<file path="config.mk">
export PLATFORM = sky130hd
export DESIGN_NAME = call_record_link_receiver_top
export DESIGN_NICKNAME = d
export VERILOG_FILES = /design/src/rtl/crl_pkg.sv /design/src/rtl/crl_ram.sv /design/src/rtl/crl_ctrl.sv /design/src/rtl/crl_datapath.sv /design/src/rtl/call_record_link_receiver_top.sv
export SDC_FILE = /design/constraint.sdc
export NUM_CORES = 1
export LEC_CHECK = 0
export BUFFER_PORTS_ARGS = -buffer_cell sky130_fd_sc_hd__buf_2
export CORE_ASPECT_RATIO = 1.2
export CORE_MARGIN = 8
export CORE_UTILIZATION = 29
export CTS_CLUSTER_DIAMETER = 150
export DETAILED_ROUTE_END_ITERATION = 10
export PLACE_DENSITY = 0.5
export SLEW_MARGIN = 30
export SYNTH_ARGS = -nofsm -noshare
export SYNTH_HDL_FRONTEND = slang
export SYNTH_SLANG_ARGS = --single-unit
</file>
<file path="constraint.sdc">
create_clock -name clock -period 4.6 [get_ports clock]
set_clock_uncertainty 0.05 [all_clocks]
set_input_delay 0 -clock clock [delete_from_list [all_inputs] [get_ports clock]]
set_output_delay 0 -clock clock [all_outputs]
set_load 0.02 [all_outputs]
</file>
<file path="src/rtl/crl_pkg.sv">
package crl_pkg;

   localparam int FRAME_DEPTH_DEF   = 32;
   localparam int RECORD_LENGTH_DEF = 23;

   // frame bytes
   localparam logic [7:0] BYTE_REC_HEAD  = 8'hf0;
   localparam logic [7:0] BYTE_REC_TAIL  = 8'hfd;
   localparam logic [7:0] BYTE_CLOSE_FC  = 8'hfc;
   localparam logic [7:0] BYTE_ALT_HEAD  = 8'hb0;
   localparam logic [7:0] BYTE_END       = 8'hb4;
   localparam logic [7:0] BYTE_ECHO      = 8'hb7;
   localparam logic [7:0] BYTE_B8        = 8'hb8;
   localparam logic [7:0] BYTE_ACK       = 8'hb5;
   localparam logic [7:0] BYTE_NAK       = 8'hb2;
   localparam logic [7:0] BYTE_END_REPLY = 8'hb1;
   localparam logic [7:0] BYTE_END_IMM   = 8'hb7;

   localparam logic [3:0] END_REPLY_COUNT = 4'd9;

   localparam logic OP_BYTE    = 1'b0;
   localparam logic OP_SESSION = 1'b1;

   localparam logic CSR_END_MODE    = 1'b0;
   localparam logic CSR_RETRY_LIMIT = 1'b1;

   localparam logic [3:0] RETRY_LIMIT_RESET = 4'd5;

   localparam logic [1:0] KIND_STATUS  = 2'd0;
   localparam logic [1:0] KIND_PAYLOAD = 2'd1;
   localparam logic [1:0] KIND_REPLY   = 2'd2;

   localparam logic [2:0] FST_GOOD   = 3'd0;
   localparam logic [2:0] FST_NAK    = 3'd1;
   localparam logic [2:0] FST_GIVEUP = 3'd2;
   localparam logic [2:0] FST_END    = 3'd3;
   localparam logic [2:0] FST_ERROR  = 3'd4;
   localparam logic [2:0] FST_ECHO   = 3'd5;

   typedef enum logic [2:0] {
      REPLY_GOOD   = 3'd0,
      REPLY_NAK    = 3'd1,
      REPLY_GIVEUP = 3'd2,
      REPLY_END    = 3'd3,
      REPLY_ERROR  = 3'd4,
      REPLY_ECHO   = 3'd5
   } reply_sel_type;

   typedef struct packed {
      logic          accept;
      logic          search_start;
      logic          idx_inc;
      logic          head_capture;
      logic          idx_to_tail;
      logic          idx_to_first;
      logic          sum_add;
      logic          reply_load;
      reply_sel_type reply_sel;
      logic          emit_payload;
      logic          emit_reply;
   } crl_cmd_type;

   typedef struct packed {
      logic req_close_frame;
      logic rd_is_head;
      logic rd_is_rec_head;
      logic rd_is_end;
      logic rd_is_echo;
      logic rd_is_tail;
      logic search_last;
      logic tail_fits;
      logic at_check;
      logic at_last_payload;
      logic sum_match;
      logic retry_ok;
      logic out_free;
      logic reply_last;
   } crl_status_type;

   function automatic logic closes_frame(input logic [7:0] b);
      return b == BYTE_REC_TAIL || b == BYTE_CLOSE_FC || b == BYTE_END ||
             b == BYTE_ECHO || b == BYTE_B8;
   endfunction

   function automatic logic is_head(input logic [7:0] b);
      return b == BYTE_REC_HEAD || b == BYTE_ALT_HEAD || b == BYTE_END ||
             b == BYTE_ECHO || b == BYTE_B8;
   endfunction

endpackage

</file>
<file path="src/rtl/crl_ram.sv">
module crl_ram #(
   parameter int WIDTH = 8,
   parameter int DEPTH = 32
) (
   input  logic                     clock,
   input  logic                     wr_en,
   input  logic [$clog2(DEPTH)-1:0] wr_addr,
   input  logic [WIDTH-1:0]         wr_data,
   input  logic [$clog2(DEPTH)-1:0] rd_addr,
   output logic [WIDTH-1:0]         rd_data
);

   logic [WIDTH-1:0] mem [DEPTH];

   always_ff @(posedge clock) begin
      if (wr_en) begin
         mem[wr_addr] <= wr_data;
      end
      rd_data <= mem[rd_addr];
   end

endmodule

</file>
<file path="src/rtl/crl_ctrl.sv">
module crl_ctrl
   import crl_pkg::*;
(
   input  logic           clock,
   input  logic           reset,
   input  logic           req_valid,
   output logic           req_ready,
   input  crl_status_type status,
   output crl_cmd_type    cmd
);

   typedef enum logic [10:0] {
      S_IDLE  = 11'b000_0000_0001,
      S_SRD   = 11'b000_0000_0010,
      S_SCHK  = 11'b000_0000_0100,
      S_TRD   = 11'b000_0000_1000,
      S_TCHK  = 11'b000_0001_0000,
      S_CRD   = 11'b000_0010_0000,
      S_CACC  = 11'b000_0100_0000,
      S_PRD   = 11'b000_1000_0000,
      S_PEMIT = 11'b001_0000_0000,
      S_REPLY = 11'b010_0000_0000,
      S_SPARE = 11'b100_0000_0000
   } state_type;

   state_type state_ff, state_in;

   assign req_ready = (state_ff == S_IDLE);

   always_comb begin
      state_in = state_ff;
      cmd      = '0;
      cmd.reply_sel = REPLY_ERROR;
      case (state_ff)
         S_IDLE: begin
            cmd.accept = req_valid;
            if (req_valid && status.req_close_frame) begin
               cmd.search_start = 1'b1;
               state_in = S_SRD;
            end
         end
         S_SRD: begin
            state_in = S_SCHK;
         end
         S_SCHK: begin
            if (status.rd_is_head) begin
               cmd.head_capture = 1'b1;
               cmd.reply_load   = 1'b1;
               state_in = S_REPLY;
               if (status.rd_is_rec_head) begin
                  if (status.tail_fits) begin
                     cmd.reply_load  = 1'b0;
                     cmd.idx_to_tail = 1'b1;
                     state_in = S_TRD;
                  end
               end else if (status.rd_is_end) begin
                  cmd.reply_sel = REPLY_END;
               end else if (status.rd_is_echo) begin
                  cmd.reply_sel = REPLY_ECHO;
               end
            end else if (status.search_last) begin
               cmd.reply_load = 1'b1;
               state_in = S_REPLY;
            end else begin
               cmd.idx_inc = 1'b1;
               state_in = S_SRD;
            end
         end
         S_TRD: begin
            state_in = S_TCHK;
         end
         S_TCHK: begin
            if (status.rd_is_tail) begin
               cmd.idx_to_first = 1'b1;
               state_in = S_CRD;
            end else begin
               cmd.reply_load = 1'b1;
               state_in = S_REPLY;
            end
         end
         S_CRD: begin
            state_in = S_CACC;
         end
         S_CACC: begin
            // last read of the pass is the checksum byte itself
            if (status.at_check) begin
               cmd.reply_load = 1'b1;
               if (status.sum_match) begin
                  cmd.reply_sel    = REPLY_GOOD;
                  cmd.idx_to_first = 1'b1;
                  state_in = S_PRD;
               end else if (status.retry_ok) begin
                  cmd.reply_sel = REPLY_NAK;
                  state_in = S_REPLY;
               end else begin
                  cmd.reply_sel = REPLY_GIVEUP;
                  state_in = S_REPLY;
               end
            end else begin
               cmd.sum_add = 1'b1;
               cmd.idx_inc = 1'b1;
               state_in = S_CRD;
            end
         end
         S_PRD: begin
            state_in = S_PEMIT;
         end
         S_PEMIT: begin
            if (status.out_free) begin
               cmd.emit_payload = 1'b1;
               if (status.at_last_payload) begin
                  state_in = S_REPLY;
               end else begin
                  cmd.idx_inc = 1'b1;
                  state_in = S_PRD;
               end
            end
         end
         S_REPLY: begin
            if (status.out_free) begin
               cmd.emit_reply = 1'b1;
               if (status.reply_last) begin
                  state_in = S_IDLE;
               end
            end
         end
         default: begin
            state_in = S_IDLE;
         end
      endcase
   end

   always_ff @(posedge clock) begin
      if (reset) begin
         state_ff <= S_IDLE;
      end else begin
         state_ff <= state_in;
      end
   end

endmodule

</file>
<file path="src/rtl/crl_datapath.sv">
module crl_datapath
   import crl_pkg::*;
#(
   parameter int FRAME_DEPTH   = FRAME_DEPTH_DEF,
   parameter int RECORD_LENGTH = RECORD_LENGTH_DEF
) (
   input  logic           clock,
   input  logic           reset,
   input  crl_cmd_type    cmd,
   output crl_status_type status,
   input  logic           req_operation,
   input  logic [7:0]     req_rx_byte,
   input  logic           csr_write_enable,
   input  logic           csr_index,
   input  logic [3:0]     csr_write_data,
   output logic           rsp_valid,
   input  logic           rsp_ready,
   output logic [1:0]     rsp_kind,
   output logic [7:0]     rsp_value,
   output logic [2:0]     rsp_frame_status,
   output logic [15:0]    rsp_record_count,
   output logic [15:0]    rsp_error_count,
   output logic           rsp_overflow,
   output logic           rsp_last
);

   localparam int AW = $clog2(FRAME_DEPTH);
   localparam int LW = $clog2(FRAME_DEPTH + 1);
   localparam int EW = LW + 1;

   logic [LW-1:0] len_ff, len_in;
   logic [LW-1:0] idx_ff, idx_in;
   logic [LW-1:0] head_ff, head_in;
   logic [6:0]    sum_ff, sum_in;
   logic [3:0]    retry_ff, retry_in;
   logic [15:0]   good_ff, good_in;
   logic [15:0]   bad_ff, bad_in;
   logic          ovf_ff, ovf_in;
   logic          end_mode_ff, end_mode_in;
   logic [3:0]    retry_limit_ff, retry_limit_in;

   logic [1:0]    rep_kind_ff, rep_kind_in;
   logic [7:0]    rep_value_ff, rep_value_in;
   logic [2:0]    rep_status_ff, rep_status_in;
   logic [3:0]    rep_cnt_ff, rep_cnt_in;

   logic          out_valid_ff, out_valid_in;
   logic [1:0]    out_kind_ff, out_kind_in;
   logic [7:0]    out_value_ff, out_value_in;
   logic [2:0]    out_status_ff, out_status_in;
   logic [15:0]   out_rec_ff, out_rec_in;
   logic [15:0]   out_err_ff, out_err_in;
   logic          out_ovf_ff, out_ovf_in;
   logic          out_last_ff, out_last_in;

   logic [7:0]    rd_data;
   logic          store_byte;
   logic          has_room;
   logic [EW-1:0] idx_ext;
   logic [EW-1:0] head_ext;
   logic [EW-1:0] tail_pos;
   logic          frame_done;

   assign has_room   = (len_ff < LW'(FRAME_DEPTH));
   assign store_byte = cmd.accept && (req_operation == OP_BYTE) && has_room;
   assign idx_ext    = EW'(idx_ff);
   assign head_ext   = EW'(head_ff);
   assign tail_pos   = idx_ext + EW'(RECORD_LENGTH - 1);
   assign frame_done = cmd.emit_reply && (rep_cnt_ff == 4'd1);

   crl_ram #(
      .WIDTH (8),
      .DEPTH (FRAME_DEPTH)
   ) u_store (
      .clock   (clock),
      .wr_en   (store_byte),
      .wr_addr (len_ff[AW-1:0]),
      .wr_data (req_rx_byte),
      .rd_addr (idx_ff[AW-1:0]),
      .rd_data (rd_data)
   );

   always_comb begin
      status.req_close_frame = (req_operation == OP_BYTE) && closes_frame(req_rx_byte);
      status.rd_is_head      = is_head(rd_data);
      status.rd_is_rec_head  = (rd_data == BYTE_REC_HEAD);
      status.rd_is_end       = (rd_data == BYTE_END);
      status.rd_is_echo      = (rd_data == BYTE_ECHO);
      status.rd_is_tail      = (rd_data == BYTE_REC_TAIL);
      status.search_last     = (idx_ext + EW'(1)) >= EW'(len_ff);
      status.tail_fits       = tail_pos < EW'(len_ff);
      status.at_check        = idx_ext == (head_ext + EW'(RECORD_LENGTH - 2));
      status.at_last_payload = idx_ext == (head_ext + EW'(RECORD_LENGTH - 3));
      status.sum_match       = ({1'b0, sum_ff} == rd_data);
      status.retry_ok        = retry_ff < retry_limit_ff;
      status.out_free        = !out_valid_ff || rsp_ready;
      status.reply_last      = (rep_cnt_ff == 4'd1);
   end

   always_comb begin
      len_in         = len_ff;
      idx_in         = idx_ff;
      head_in        = head_ff;
      sum_in         = sum_ff;
      retry_in       = retry_ff;
      good_in        = good_ff;
      bad_in         = bad_ff;
      ovf_in         = ovf_ff;
      end_mode_in    = end_mode_ff;
      retry_limit_in = retry_limit_ff;
      rep_kind_in    = rep_kind_ff;
      rep_value_in   = rep_value_ff;
      rep_status_in  = rep_status_ff;
      rep_cnt_in     = rep_cnt_ff;

      if (csr_write_enable) begin
         case (csr_index)
            CSR_END_MODE:    end_mode_in    = csr_write_data[0];
            CSR_RETRY_LIMIT: retry_limit_in = csr_write_data;
            default:         ;
         endcase
      end

      if (cmd.accept) begin
         if (req_operation == OP_SESSION) begin
            len_in   = '0;
            retry_in = '0;
            good_in  = '0;
            bad_in   = '0;
            ovf_in   = 1'b0;
         end else if (has_room) begin
            len_in = len_ff + LW'(1);
         end else begin
            ovf_in = 1'b1;
         end
      end

      if (cmd.search_start) begin
         idx_in = '0;
      end else if (cmd.idx_to_tail) begin
         idx_in = tail_pos[LW-1:0];
      end else if (cmd.idx_to_first) begin
         idx_in = head_ff + LW'(1);
      end else if (cmd.idx_inc) begin
         idx_in = idx_ff + LW'(1);
      end

      if (cmd.head_capture) begin
         head_in = idx_ff;
      end

      if (cmd.idx_to_first && !cmd.reply_load) begin
         sum_in = '0;
      end else if (cmd.sum_add) begin
         sum_in = sum_ff + rd_data[6:0];
      end

      if (cmd.reply_load) begin
         rep_kind_in = KIND_REPLY;
         rep_cnt_in  = 4'd1;
         case (cmd.reply_sel)
            REPLY_GOOD: begin
               rep_value_in  = BYTE_ACK;
               rep_status_in = FST_GOOD;
               retry_in      = '0;
               good_in       = (good_ff != 16'hffff) ? good_ff + 16'd1 : good_ff;
            end
            REPLY_NAK: begin
               rep_value_in  = BYTE_NAK;
               rep_status_in = FST_NAK;
               retry_in      = retry_ff + 4'd1;
            end
            REPLY_GIVEUP: begin
               rep_value_in  = BYTE_ACK;
               rep_status_in = FST_GIVEUP;
               retry_in      = '0;
               bad_in        = (bad_ff != 16'hffff) ? bad_ff + 16'd1 : bad_ff;
            end
            REPLY_END: begin
               rep_value_in  = end_mode_ff ? BYTE_END_IMM : BYTE_END_REPLY;
               rep_status_in = FST_END;
               rep_cnt_in    = END_REPLY_COUNT;
            end
            REPLY_ECHO: begin
               rep_kind_in   = KIND_STATUS;
               rep_value_in  = 8'h00;
               rep_status_in = FST_ECHO;
            end
            default: begin
               rep_value_in  = BYTE_ACK;
               rep_status_in = FST_ERROR;
               bad_in        = (bad_ff != 16'hffff) ? bad_ff + 16'd1 : bad_ff;
            end
         endcase
      end

      if (cmd.emit_reply) begin
         rep_cnt_in = rep_cnt_ff - 4'd1;
      end

      if (frame_done) begin
         len_in = '0;
         ovf_in = 1'b0;
      end
   end

   always_comb begin
      out_valid_in  = out_valid_ff && !rsp_ready;
      out_kind_in   = out_kind_ff;
      out_value_in  = out_value_ff;
      out_status_in = out_status_ff;
      out_rec_in    = out_rec_ff;
      out_err_in    = out_err_ff;
      out_ovf_in    = out_ovf_ff;
      out_last_in   = out_last_ff;
      if (cmd.emit_payload || cmd.emit_reply) begin
         out_valid_in  = 1'b1;
         out_rec_in    = good_ff;
         out_err_in    = bad_ff;
         out_ovf_in    = ovf_ff;
         if (cmd.emit_payload) begin
            out_kind_in   = KIND_PAYLOAD;
            out_value_in  = rd_data;
            out_status_in = FST_GOOD;
            out_last_in   = 1'b0;
         end else begin
            out_kind_in   = rep_kind_ff;
            out_value_in  = rep_value_ff;
            out_status_in = rep_status_ff;
            out_last_in   = (rep_cnt_ff == 4'd1);
         end
      end
   end

   always_ff @(posedge clock) begin
      if (reset) begin
         len_ff         <= '0;
         retry_ff       <= '0;
         good_ff        <= '0;
         bad_ff         <= '0;
         ovf_ff         <= 1'b0;
         end_mode_ff    <= 1'b0;
         retry_limit_ff <= RETRY_LIMIT_RESET;
         rep_cnt_ff     <= '0;
         out_valid_ff   <= 1'b0;
      end else begin
         len_ff         <= len_in;
         retry_ff       <= retry_in;
         good_ff        <= good_in;
         bad_ff         <= bad_in;
         ovf_ff         <= ovf_in;
         end_mode_ff    <= end_mode_in;
         retry_limit_ff <= retry_limit_in;
         rep_cnt_ff     <= rep_cnt_in;
         out_valid_ff   <= out_valid_in;
      end
   end

   always_ff @(posedge clock) begin
      idx_ff        <= idx_in;
      head_ff       <= head_in;
      sum_ff        <= sum_in;
      rep_kind_ff   <= rep_kind_in;
      rep_value_ff  <= rep_value_in;
      rep_status_ff <= rep_status_in;
      out_kind_ff   <= out_kind_in;
      out_value_ff  <= out_value_in;
      out_status_ff <= out_status_in;
      out_rec_ff    <= out_rec_in;
      out_err_ff    <= out_err_in;
      out_ovf_ff    <= out_ovf_in;
      out_last_ff   <= out_last_in;
   end

   assign rsp_valid        = out_valid_ff;
   assign rsp_kind         = out_kind_ff;
   assign rsp_value        = out_value_ff;
   assign rsp_frame_status = out_status_ff;
   assign rsp_record_count = out_rec_ff;
   assign rsp_error_count  = out_err_ff;
   assign rsp_overflow     = out_ovf_ff;
   assign rsp_last         = out_last_ff;

endmodule

</file>
<file path="src/rtl/call_record_link_receiver_top.sv">
// Call record link receiver. Each req_ transaction carries one link byte (or, with
// operation set, a new-session command that clears the frame and the counters). A byte
// that does not close a frame is stored (or, with the store full, sets the overflow
// flag) and gives no results. A closing byte starts a walk over the frame store through
// its single registered read port: head search, then for a record a tail check and a
// checksum pass, then for a good record the payload bytes, then the replies at one per
// cycle while rsp_ready allows. Frames that are not good records skip the payload
// bytes. req_ready is low during this walk and while results wait on rsp_ready.
// Results leave through an output register, so the next byte is taken while the last
// result of a frame still waits. rsp_last marks the final result of a frame.
module call_record_link_receiver_top
   import crl_pkg::*;
#(
   parameter int FRAME_DEPTH   = FRAME_DEPTH_DEF,
   parameter int RECORD_LENGTH = RECORD_LENGTH_DEF
) (
   input  logic        clock,
   input  logic        reset,
   input  logic        req_valid,
   output logic        req_ready,
   input  logic        req_operation,
   input  logic [7:0]  req_rx_byte,
   output logic        rsp_valid,
   input  logic        rsp_ready,
   output logic [1:0]  rsp_kind,
   output logic [7:0]  rsp_value,
   output logic [2:0]  rsp_frame_status,
   output logic [15:0] rsp_record_count,
   output logic [15:0] rsp_error_count,
   output logic        rsp_overflow,
   output logic        rsp_last,
   input  logic        csr_write_enable,
   input  logic        csr_index,
   input  logic [3:0]  csr_write_data
);

   crl_cmd_type    cmd;
   crl_status_type status;

   crl_ctrl u_ctrl (
      .clock     (clock),
      .reset     (reset),
      .req_valid (req_valid),
      .req_ready (req_ready),
      .status    (status),
      .cmd       (cmd)
   );

   crl_datapath #(
      .FRAME_DEPTH   (FRAME_DEPTH),
      .RECORD_LENGTH (RECORD_LENGTH)
   ) u_datapath (
      .clock            (clock),
      .reset            (reset),
      .cmd              (cmd),
      .status           (status),
      .req_operation    (req_operation),
      .req_rx_byte      (req_rx_byte),
      .csr_write_enable (csr_write_enable),
      .csr_index        (csr_index),
      .csr_write_data   (csr_write_data),
      .rsp_valid        (rsp_valid),
      .rsp_ready        (rsp_ready),
      .rsp_kind         (rsp_kind),
      .rsp_value        (rsp_value),
      .rsp_frame_status (rsp_frame_status),
      .rsp_record_count (rsp_record_count),
      .rsp_error_count  (rsp_error_count),
      .rsp_overflow     (rsp_overflow),
      .rsp_last         (rsp_last)
   );

endmodule
</file>
==> impl_metrics.ini <==
[floorplanning]
core_area_um2 = 59350
io_pins = 68
die_width_um = 239.2
floorplan.die_area_um2 = 67880
fp-row-count = 98
floorplan.initialDensity_pct = 29.20
die-height_um = 283.8

[synth]
synthesis.nets = 1225
ys_seq_area_share_pct = 64.63
post_synth.cell_area_avg_um2 = 14.84
count_of_mapped_cells_out_of_synthesis = 1168
register_bit_total_from_synthesis = 401
synth_enable_flop_cells = 317
netlist_area_um2 = 17330
netlist.area_leader.share_pct = 54.92
dominantRegCellSynth = edfxtp_1
ffs_w_async_s_r_synth_pct = 0
synth_top_cells_by_area = edfxtp_1, mux4_2, dfxtp_1
synth_largest_area_cell = edfxtp_1
synthesis.yosys.warnings = 0
yosys.cell_types.count = 86

[setup_path]
critPathArrivalTime_ns = 4.34
endpoint_class_of_the_critical_path = flip-flop
crit_path_start_kind = flip-flop
crit_family = compound AO/OA/AOI/OAI gates
worst-endpoint-required_ns = 5.00
worst-path-buf-inv = 0
cp_slowest_stage_delay_ns = 0.77
setup.worst_path.class = flip-flop to flip-flop
cp_slowest_cell = dfxtp_1
crit_chain = nor2b_1, nor2_1, xnor2_1, ha_1, o21ai_0, o2111a_1, o31ai_1, o21a_1, nand2_1, a311o_1
critical_path_peak_fanout = 15

[clock_network]
cts_resized = 0
clock_latency_ns = 0.59
numClockSinks = 401
cts_root_buf = clkbuf_16
htreeDepth = 2
cts.repair_timing.setup_buffer_count = 0
number_of_buffers_on_the_longest_clock_path = 3
clkSlewWorstSetupHoldPaths_ns = 0.06
cts-buffers-inserted = 45
tritoncts = done

[timing]
timing.final.crit_share_pct = 85.46
final-hold-violation-count = 0
grt_setup_unrepaired = no
fin_setup_tns_ns = 0
max_slew_margin_pct = 40.16
timing.final.setup_violations = 0
worstMarginPinSlew_ns = 0.8916
finalWorstPathRequiredPeriod_ns = 3.931
timing.final.max_slew_violations = 0
slack_of_the_critical_path_ns = 0.6689
timing.fmax_mhz = 254.4

[finish]
finish.net_count = 1363
n_antenna_cell = 0
layout.cells.most_common = edfxtp_1
mostFrequentLayoutCells = edfxtp_1, nor2_1, nand2_1
n_fill_cell = 5837
area_growth_syn_to_fin_pct = 18.02
post_route_cells_drive_above_1_share_pct = 21.87

[placement]
detailedPlace.worstSlack_ns = 0.7097
dp.final_hpwl_um = 27630
gpl.final_weighted_congestion = 0.7954
port_buffers = 67

[global_routing]
pin_count_of_the_biggest_net_entering_global_routing = 39
grt_first_pass_wirelength_um = 64030
globalRoute.totalOverflow = 0
antenna_found_initial = 0
via_count_of_the_first_global_routing_pass = 10530
grtUsageTotal_pct = 12.13

[power]
max-vdd-ir-drop_uv = 224.2
power.density_cell_area_nw_per_um2 = 408.8
cellLeakagePower_nw = 6.953

[routing]
drc = 0
route.final.wire_length_um = 41540
detail_route.wl_per_cell_um = 19.41
antenna_left = 0
detail_route.first_pass.iterations = 4
drc_violation_total_after_the_first_tritonroute_iteration = 790
detail_route.vias_per_cell = 4.815
vias = 10300

[run]
maxCapViolations = 0

[hold_path]
worst_hold_path_type = primary input to flip-flop

[status]
run_status = completed
-- through the flow --
step | std cells | cell area [um2] | util [%] | hold slack (ns) | power, mW
floorplan | 1168 | 17330 | - | 0.04887 | 4.709
global placement | 2030 | 18750 | 31.60 | 0.2164 | 5.033
detailed placement | 2030 | 18760 | 31.61 | 0.2245 | 5.037
CTS | 2140 | 20450 | 34.47 | 0.3139 | 8.506
global route | 2140 | 20450 | 34.47 | 0.3670 | 8.712
finish | 2140 | 20450 | 34.47 | 0.3501 | 8.361
-- power breakdown --
part | total (mW) | leakage [nW] | switching (mW) | internal [mW]
combinational | 0.932 | 2.71 | 0.517 | 0.415
sequential | 4.02 | 3.57 | 0.0749 | 3.95
clock | 3.40 | 0.674 | 1.44 | 1.97
-- worst min-delay path, stage by stage --
cell and delay, ns:
buf_2 0.13, nand2_1 0.13, nand2_1 0.07, nand3_1 0.07, dlygate4sd3_1 0.54
-- layer usage --
layer / GRT usage (%) / share of wire, % / vias to the layer above
met4: 4.108 / 3.1 / 0
met1: 15.65 / 44 / 5211
met3: 2.409 / 4.1 / 69
li1: - / - / 4827
met2: 20.12 / 48 / 197
met5: 0 / 0 / -
-- state kept, by name (all words and copies together) (netlist names), 2 cells and up --
name and count:
u_datapath.bad_ff 16, u_datapath.u_store.mem 256, u_datapath.rsp_kind 2, u_datapath.head_ff 6, u_datapath.rsp_record_count 16, u_datapath.rsp_value 8
u_datapath.u_store.rd_data 8, u_datapath.rsp_frame_status 3, u_datapath.len_ff 6, u_datapath.good_ff 16, u_datapath.rep_cnt_ff 4, u_datapath.idx_ff 6
u_datapath.rsp_error_count 16, u_datapath.retry_ff 4, u_datapath.sum_ff 7, u_ctrl.state_ff 10, u_datapath.rep_value_ff 4, u_datapath.retry_limit_ff 4
u_datapath.rep_status_ff 3
-- cells in the mapped netlist, drive strengths merged (15+ instances only) --
cell,instances
clkbuf,24
dfxtp,84
edfxtp,317
a21oi,43
nor3,30
nand2,87
ha,37
nand3,54
inv,30
mux4,80
mux2,15
nor2,99
buf,18
xnor2,20
and3,16
o21ai,28
-- cell type report --
cell class	instances	area [um2]	area share, %
Multi-Input combinational cell	695	5827	28.49
Sequential cell	401	11210	54.78
Inverter	30	112.6	0.5505
Clock inverter	18	191.4	0.9359
Timing Repair Buffer	133	903.4	4.416
Clock buffer	63	1214	5.933
Tap cell	800	1001	4.894
-- logic make-up after synthesis --
group	Yosys count	share of synthesized area (%)
mux	103	11.85
fa+ha+maj	39	2.852
buf+inv	72	1.798
flops	401	64.63
compound gates	142	5.530
simple gates	379	11.64
xor+xnor	32	1.696
-- repair_timing --
action                                 4_1_cts  5_1_grt
hold buffers                                29        0
endpoints found under the hold margin      255        0
setup endpoints to repair                    0        0
-- final timing paths --
kind                                                        to  slack [ns]  cells past startpoint             startpoint
worst min register to register  u_datapath.rsp_record_count[5]        0.43                      0  u_datapath.good_ff[5]
worst max-delay path                      u_datapath.bad_ff[6]        0.67                     10   u_datapath.idx_ff[3]
worst max register to register            u_datapath.bad_ff[6]        0.67                     10   u_datapath.idx_ff[3]
worst min-delay path              u_datapath.retry_limit_ff[2]        0.35                      5              csr_index
Power figures use the tool's default switching activity.
